--- src/vdd_pkg.sv ---
package vdd_pkg;

   localparam int unsigned WORD_WIDTH = 32;
   localparam int unsigned MASK_WIDTH = 4;
   localparam logic [MASK_WIDTH-1:0] MASK_RESET = 4'hF;

   localparam int unsigned MASK_POS = 0;
   localparam int unsigned MASK_NRM = 1;
   localparam int unsigned MASK_TEX = 2;
   localparam int unsigned MASK_TINT = 3;

   typedef enum logic [1:0] {
      ST_NEW   = 2'd0,
      ST_DUP   = 2'd1,
      ST_FULL  = 2'd2,
      ST_EMPTY = 2'd3
   } status_type;

   typedef struct packed {
      logic [WORD_WIDTH-1:0] tint_rough;
      logic [WORD_WIDTH-1:0] tex_v;
      logic [WORD_WIDTH-1:0] tex_u;
      logic [WORD_WIDTH-1:0] nrm_z;
      logic [WORD_WIDTH-1:0] nrm_y;
      logic [WORD_WIDTH-1:0] nrm_x;
      logic [WORD_WIDTH-1:0] pos_z;
      logic [WORD_WIDTH-1:0] pos_y;
      logic [WORD_WIDTH-1:0] pos_x;
   } vertex_type;

endpackage

--- src/vdd_cell.sv ---
module vdd_cell #(
   parameter int unsigned MAX_VERTICES = 256,
   parameter int unsigned SLOT = 0
) (
   input  logic                               clock,
   input  logic                               reset,
   input  vdd_pkg::vertex_type                query,
   input  logic [vdd_pkg::MASK_WIDTH-1:0]     mask,
   input  logic [$clog2(MAX_VERTICES+1)-1:0]  count,
   input  logic                               wr_en,
   input  logic [$clog2(MAX_VERTICES)-1:0]    wr_slot,
   input  logic                               hit_prev,
   input  logic [$clog2(MAX_VERTICES)-1:0]    idx_prev,
   output logic                               hit_next,
   output logic [$clog2(MAX_VERTICES)-1:0]    idx_next
);

   localparam int unsigned IW = $clog2(MAX_VERTICES);
   localparam int unsigned CW = $clog2(MAX_VERTICES + 1);

   vdd_pkg::vertex_type key_ff;
   logic                hit_ff;
   logic [IW-1:0]       idx_ff;
   logic                pos_eq;
   logic                nrm_eq;
   logic                tex_eq;
   logic                tint_eq;
   logic                in_use;
   logic                match;

   assign pos_eq = (key_ff.pos_x == query.pos_x) && (key_ff.pos_y == query.pos_y)
                   && (key_ff.pos_z == query.pos_z);
   assign nrm_eq = (key_ff.nrm_x == query.nrm_x) && (key_ff.nrm_y == query.nrm_y)
                   && (key_ff.nrm_z == query.nrm_z);
   assign tex_eq = (key_ff.tex_u == query.tex_u) && (key_ff.tex_v == query.tex_v);
   assign tint_eq = (key_ff.tint_rough == query.tint_rough);
   assign in_use = (count > CW'(SLOT));
   assign match = in_use
                  && (!mask[vdd_pkg::MASK_POS] || pos_eq)
                  && (!mask[vdd_pkg::MASK_NRM] || nrm_eq)
                  && (!mask[vdd_pkg::MASK_TEX] || tex_eq)
                  && (!mask[vdd_pkg::MASK_TINT] || tint_eq);

   always_ff @(posedge clock) begin
      if (wr_en && (wr_slot == IW'(SLOT))) begin
         key_ff <= query;
      end
      idx_ff <= match ? IW'(SLOT) : idx_prev;
   end

   always_ff @(posedge clock) begin
      if (reset) begin
         hit_ff <= 1'b0;
      end else begin
         hit_ff <= match || hit_prev;
      end
   end

   assign hit_next = hit_ff;
   assign idx_next = idx_ff;

endmodule

--- config.mk ---
export PLATFORM = sky130hd
export DESIGN_NAME = vdd_cell
export DESIGN_NICKNAME = d
export VERILOG_FILES = /design/src/vdd_pkg.sv /design/src/vdd_cell.sv
export SDC_FILE = /design/constraint.sdc
export NUM_CORES = 1
export LEC_CHECK = 0
export ABC_AREA = 1
export BUFFER_PORTS_ARGS = -buffer_cell sky130_fd_sc_hd__buf_2
export CORE_ASPECT_RATIO = 1.4
export CORE_MARGIN = 3
export CORE_UTILIZATION = 25
export CTS_BUF_LIST = sky130_fd_sc_hd__clkbuf_2
export CTS_CLUSTER_DIAMETER = 50
export DETAILED_ROUTE_END_ITERATION = 10
export GPL_ROUTABILITY_DRIVEN = 0
export HOLD_SLACK_MARGIN = 0.15
export MAX_ROUTING_LAYER = met4
export PLACE_DENSITY = 0.52
export SLEW_MARGIN = 20
export SYNTH_ARGS = -nofsm -noshare
export SYNTH_HDL_FRONTEND = slang
export SYNTH_SLANG_ARGS = --single-unit
export TNS_END_PERCENT = 5
--- constraint.sdc ---
create_clock -name clock -period 74.1 [get_ports clock]
set_clock_uncertainty 0.15 [all_clocks]
set_input_delay 14.82 -clock clock [delete_from_list [all_inputs] [get_ports clock]]
set_output_delay 14.82 -clock clock [all_outputs]
set_load 0.05 [all_outputs]
==> reports/metrics.csv, run 1 <==
stage,metric,value,unit
synth,synth_top_area_cell,edfxtp_1,
route,wl_met2,15560,um
timing,timing.fmax,60.61,MHz
route,drtIter0Drc,311,
synth,syn_avg_cell_area,13.27,um^2
setup_path,timing.rr.start,key_ff[94],
placement,dpl.hpwl,22400,um
power,p_per_area,20.17,nW/um^2
power,internal-power,241.3,uW
power,p_clk_share,35.4,%
worst_hold_path,hold_depth,11,
floorplanning,dieHeight,272.7,um
route,wl,30060,um
finish,regArea,8828,um^2
synth,synth_seq_cells,297,
synth,syn_area,12700,um^2
synth,yosysUniqueCellTypes,15,
setup_path,crit_path_start_kind,input port,
worst_hold_path,hold_end,hit_next,
clock_network,cts_buffer_depth,3,
global_route,antenna_found_initial,15,
global_route,grt_pass1_vias,8867,
floorplanning,core_area,50120,um^2
finish,postLayoutCellArea,15930,um^2
power,p_leak,6.165,nW
setup_path,cp_slowest_cell,buf_6,
setup_path,regToRegSetupSlack,72.01,ns
timing,post-route-period-util,22.27,%
finish,layout.cells.non_filler,2086,
timing,relSlewSlack,25.24,%
global_route,grt-ovfl-total,0,
timing,rsz0062_at_grt,no,
setup_path,reg2reg_depth,11,
clock_network,tritoncts,done,
route,top_layer_used,met4,
timing,fin_hold_ws,0.8279,ns
power,vdd_drop_max,0.008322,mV
setup_path,critical_path_class,input port to flip-flop,
power,combPwrFrac,7.2,%
synth,synthArstFlopShare,0,%
power,switching_share,24.93,%
setup_path,cp.arrival,16.87,ns
synth,synth_common_cells,"288 x edfxtp_1, 171 x nand2_1, 152 x xnor2_1",
setup_path,path_max_fanout,84,
route,vias,8215,
finish,multi_input_area,3656,um^2
clock_network,cts_setup_buffers,0,
timing,period_needed,16.50,ns
clock_network,clkTransAtPathRegs,0.10,ns
timing,setup_viol_count_final,0,
setup_path,worstSetupEndpointType,flip-flop,
placement,dpl.cell_count,1932,
route,ant_nets,0,
synth,ys_top_cells_by_area,"edfxtp_1 68%, xnor2_1 10%, xor2_1 7.7%, nand2_1 5.1%, nor2_1 3.9%",
route,met1Wirelength,11460,um
placement,dpl_cell_area,15190,um^2
timing,slew_viol_final,0,
synth,syn_nets,1278,
finish,drive_gt1_share,32.17,%
clock_network,holdBufCountCts,0,
synth,synth_ff_type,edfxtp_1,
finish,fin_nets,1692,
timing,tns,0,ns
power,p_switching,80.14,uW
job,max_cap_violations,0,
setup_path,critPathTopFamily,buffers and inverters,
synth,synth_edf_count,288,
global_route,grt_max_degree,182,
placement,io_buffers,329,
route,wl_met3,2151,um
route,wl_per_cell,14.41,um
clock_network,cts_buffers,80,
synth,seq_area_frac_synth,69.52,%
worst_hold_path,worstHoldStart,key_ff[243],
clock_network,clk_latency,0.94,ns
route,drt-pass1-iter-count,4,
floorplanning,start_util,25.34,%
floorplanning,fp-row-count,97,
power,fin_total_pwr,321.4,uW
setup_path,cp.required,74.47,ns
global_route,grt_pass1_wl,46070,um
route,vias_per_cell,3.938,
status,status,"finished, final reports clean",
synth,ys_warn_count,0,
finish,fillers,5171,
floorplanning,io_pins,330,
power,seq_power_share,57.4,%
timing,tightestPinTransition,1.121,ns
synth,syn_inst,957,
timing,hold_viol,0,
synth,synth_top_cell_area_share,68.10,%
clock_network,cts_resized,0,
floorplanning,dieWidth,196.5,um
worst_hold_path,hp-class,flip-flop to flip-flop,
global_route,grtUsageTotal,11.46,%
route,route.detailed.drc,0,
finish,syn_to_final_growth,25.45,%
clock_network,cts.sinks,297,
floorplanning,die_area,53580,um^2
setup_path,cpPeakStageDelay,0.65,ns
setup_path,crit_chain,"buf_2, or4_1, nor4_2, buf_4, buf_6",
clock_network,cts-root-buf,clkbuf_2,
setup_path,r2r-end,idx_next[2],
setup_path,cp_num_buf_inv,3,
clock_network,htreeDepth,3,
synth,synth.most_common_cell,edfxtp_1,
-- power by group through the flow --
stage	clock network [mW]	registers [mW]	logic, mW
after floorplan	0	0.190	0.00857
after global placement	0	0.188	0.0229
after detailed placement	0	0.188	0.0235
after CTS	0.123	0.185	0.0237
after global routing	0.131	0.185	0.0261
final	0.114	0.185	0.0232
-- sequential cells by signal, summed over array words and instances, names as in the netlist --
name and count:
idx_next 8, hit_next 1, key_ff 288
-- cells by family after synthesis --
| group | after synthesis | share of synthesized area [%] |
|---|---|---|
| buffers and inverters | 59 | 1.744 |
| XOR/XNOR | 264 | 18.21 |
| flip-flops | 297 | 69.52 |
| AND/OR/NAND/NOR | 332 | 10.34 |
| AO/OA/AOI/OAI | 5 | 0.1970 |
-- stage by stage --
step | util (%) | worst slack (ns)
after CTS | 31.70 | 57.29
after global placement | 30.31 | 56.49
final | 31.78 | 57.60
after global routing | 31.78 | 57.36
after floorplan | - | 29.72
after detailed placement | 30.31 | 56.43
-- worst max path at each step --
stage | from | endpoint | slack [ns] | cells past startpoint
floorplan | wr_slot[0] | key_ff[0] | 29.72 | 1
finish | wr_slot[3] | key_ff[108] | 57.60 | 5
CTS | idx_next[4] | idx_next[4] | 57.29 | 1
detailed placement | wr_slot[3] | key_ff[262] | 56.43 | 5
global placement | wr_slot[3] | key_ff[262] | 56.49 | 5
global route | idx_next[5] | idx_next[5] | 57.36 | 1
-- cell type report --
type | instances | area share (%)
antenna | 16 | 0.2513
inverter | 59 | 1.390
multi-input combinational | 601 | 22.95
clock inverter | 22 | 0.7225
tap | 643 | 5.050
clock buffer | 116 | 3.644
timing repair buffer | 332 | 10.58
sequential | 297 | 55.42
-- worst min-delay path, delay by kind of cell (launching register included) --
family,cells,cell delay (ns)
compound gates,1,0.07
flops,1,0.34
xor+xnor,1,0.06
simple gates,9,0.48
-- layer usage --
layer  vias to the layer above  global-route usage (%)
met1                      3794                   11.92
li1                       4086                       -
met5                         -                       -
met3                        60                   3.946
met4                         0                   6.045
met2                       275                   19.15
-- cell usage in the layout (no fill, tap or decap) --
master     netlist  layout
buf_2            0     329
edfxtp_1       288     288
nand2_1        171     171
xnor2_1        152     152
nor2_1         132     132
clkbuf_2         0     116
xor2_1         112     112
inv_1           58      58
diode_2          0      16
nand4_1         16      16
clkinv_1         0      14
dfxtp_1          9       9
nand3_1          8       8
a21oi_1          5       5
clkinv_2         0       5
inv_2            1       3
or4_1            1       1
nor4_2           0       1
nor4_1           2       1
nor3_1           1       1
nor3_2           1       1
bufinv_16        0       1
buf_6            0       1
buf_4            0       1
buf_12           0       1
No activity file was read; power rests on OpenSTA's default activity.
==> run 2, diff against run 1 <==
==> constraint.sdc (replaced) <==
create_clock -name clock -period 17 [get_ports clock]
set_clock_uncertainty 0.15 [all_clocks]
set_input_delay 3.4 -clock clock [delete_from_list [all_inputs] [get_ports clock]]
set_output_delay 3.4 -clock clock [all_outputs]
set_load 0.05 [all_outputs]
==> run 2 against run 1 <==
  * Sequential power rose to 4.3 times the previous value
  * Combinational power rose to 4.4 times the previous value
  * Die area did not move
  * First-iteration DRC count fell by 19%
  * Critical path type unchanged
  * Highest routed layer unchanged
==> reports/metrics.csv, run 2 (synthesized netlist as in run 1, its figures left out) <==
stage,metric,value,unit,change
setup_path,crit_path_start_kind,input port,,
timing,slew_viol_final,0,,unchanged
clock_network,clkTransAtPathRegs,0.11,ns,about the same
power,internal-power,1.068,mW,+340%
timing,tightestPinTransition,1.038,ns,-0.08344 ns
setup_path,cpPeakStageDelay,0.74,ns,+0.09 ns
global_route,grtUsageTotal,11.29,%,-0.16 points
status,status,"finished, final reports clean",,
clock_network,cts_resized,0,,unchanged
setup_path,worstSetupEndpointType,flip-flop,,
clock_network,holdBufCountCts,0,,unchanged
power,p_per_area,89.17,nW/um^2,+340%
global_route,grt_pass1_wl,44640,um,-3.1%
worst_hold_path,hold_depth,11,,unchanged
worst_hold_path,hp-class,flip-flop to flip-flop,,
setup_path,r2r-end,idx_next[0],,
worst_hold_path,hold_end,hit_next,,
job,max_cap_violations,0,,unchanged
clock_network,htreeDepth,3,,unchanged
setup_path,crit_chain,"buf_2, or4_1, nor4_4, buf_4, buf_4, buf_6",,
finish,fin_nets,1692,,unchanged
clock_network,clk_latency,0.99,ns,+0.05 ns
clock_network,cts.sinks,297,,unchanged
global_route,grt-ovfl-total,0,,unchanged
global_route,grt_max_degree,89,,-51%
power,p_clk_share,36.4,%,+1.0 points
finish,final_cell_mix,"329 x buf_2, 288 x edfxtp_1, 171 x nand2_1, 152 x xnor2_1, 132 x nor2_1",,
clock_network,cts_buffers,79,,-1.3%
setup_path,cp.required,17.43,ns,-57.04 ns
global_route,antenna_found_initial,15,,unchanged
power,combPwrFrac,7.1,%,about the same
timing,post-route-period-util,38.56,%,
setup_path,regToRegSetupSlack,14.95,ns,-57.06 ns
finish,final_common_cell,buf_2,,
route,vias,8070,,-1.8%
timing,timing.fmax,152.5,MHz,
setup_path,cp.arrival,6.99,ns,-9.88 ns
floorplanning,fp-row-count,97,,unchanged
floorplanning,core_area,50120,um^2,unchanged
clock_network,cts_setup_buffers,0,,unchanged
clock_network,cts-root-buf,clkbuf_2,,
power,vdd_drop_max,0.04041,mV,+390%
timing,relSlewSlack,30.80,%,+5.6 points
clock_network,cts_buffer_depth,3,,unchanged
finish,largest_reg_flops,288,,unchanged
finish,regArea,8828,um^2,unchanged
setup_path,cp_slowest_cell,buf_4,,
timing,setup_viol_count_final,0,,unchanged
finish,fillers,5148,,-0.44%
finish,multi_input_area,3665,um^2,+0.24%
timing,tns,0,ns,unchanged
setup_path,reg2reg_depth,12,,+1
global_route,grt_pass1_vias,8576,,-3.3%
timing,period_needed,6.556,ns,
route,drt-pass1-iter-count,4,,unchanged
floorplanning,dieHeight,272.7,um,unchanged
clock_network,tritoncts,done,,
finish,drive_gt1_share,32.19,%,about the same
finish,regMostFlops,key_ff,,
setup_path,path_max_fanout,88,,+4.8%
timing,fin_hold_ws,0.8307,ns,+0.002849 ns
worst_hold_path,worstHoldStart,key_ff[242],,
power,seq_power_share,56.5,%,-0.9 points
timing,rsz0062_at_grt,no,,
placement,dpl.hpwl,22550,um,+0.68%
power,p_switching,355.9,uW,+340%
setup_path,timing.rr.start,key_ff[84],,
floorplanning,die_area,53580,um^2,unchanged
route,wl_per_cell,14.38,um,-0.19%
route,vias_per_cell,3.876,,-1.6%
setup_path,critical_path_class,input port to flip-flop,,
route,ant_nets,0,,unchanged
placement,io_buffers,329,,unchanged
setup_path,cpMostUsedCell,buf_4,,
floorplanning,start_util,25.34,%,unchanged
route,wl,29940,um,-0.38%
floorplanning,dieWidth,196.5,um,unchanged
setup_path,cp_num_buf_inv,4,,+1
power,switching_share,24.99,%,+0.058 points
finish,syn_to_final_growth,25.73,%,
route,drtIter0Drc,252,,-19%
power,p_leak,6.169,nW,about the same
route,route.detailed.drc,0,,unchanged
setup_path,critPathTopFamily,buffers and inverters,,
timing,hold_viol,0,,unchanged
floorplanning,io_pins,330,,unchanged
-- run 2: worst reg2reg max path: stages (launching register included) --
cell      delay, ns
edfxtp_1       0.42
nand2_1        0.09
nand2_1        0.06
a21oi_1        0.11
nand3_1        0.08
nor2_1         0.13
nand2_1        0.07
nor2_1         0.20
nand3_1        0.24
nand2_1        0.11
nand3_1        0.11
inv_2          0.14
nor2_1         0.06
-- run 2: metal layers --
metal	vias to the layer above	routed length, um	share of wire [%]	GRT usage, %
li1	4079	-	-	-
met1	3651	10670	36	10.93
met2	276	15690	52	19.01
met3	64	2524	8.4	4.415
met4	0	1058	3.5	6.833
met5	-	0	0	-
-- run 2: layout make-up --
cell class | count | area share [%]
timing repair buffer | 333 | 10.52
clock inverter | 30 | 1.332
clock buffer | 103 | 3.228
multi-input combinational | 601 | 22.95
inverter | 59 | 1.387
sequential | 297 | 55.29
tap | 643 | 5.038
antenna | 16 | 0.2507
-- run 2: worst max path at each step --
stage / startpoint / end / slack, ns / cells past startpoint
after floorplan: wr_slot[3] / key_ff[0] / 3.37 / 2
after global placement: wr_slot[3] / key_ff[276] / 9.19 / 6
after detailed placement: wr_slot[3] / key_ff[208] / 9.14 / 6
after CTS: wr_slot[3] / key_ff[216] / 10.33 / 6
after global routing: wr_slot[3] / key_ff[192] / 10.36 / 6
final: wr_slot[3] / key_ff[208] / 10.44 / 6
-- run 2: power by group through the flow --
stage | Combinational, mW | Sequential, mW | Clock, mW
after floorplan | 0.0375 | 0.827 | 0
after global placement | 0.100 | 0.821 | 0
after detailed placement | 0.102 | 0.821 | 0
after CTS | 0.103 | 0.805 | 0.559
after global routing | 0.113 | 0.805 | 0.592
final | 0.101 | 0.804 | 0.519
-- run 2: stage by stage --
step	setup slack (ns)	area [um^2]	total power, mW	util (%)	cells
4_1_cts	10.33	15920	1.467	31.77	2066
3_5_place_dp	9.139	15200	0.9238	30.32	1933
5_1_grt	10.36	15970	1.510	31.85	2081
2_1_floorplan	3.369	12710	0.8642	-	957
3_3_place_gp	9.189	15200	0.9213	30.32	1933
6_report	10.44	15970	1.424	31.86	2082
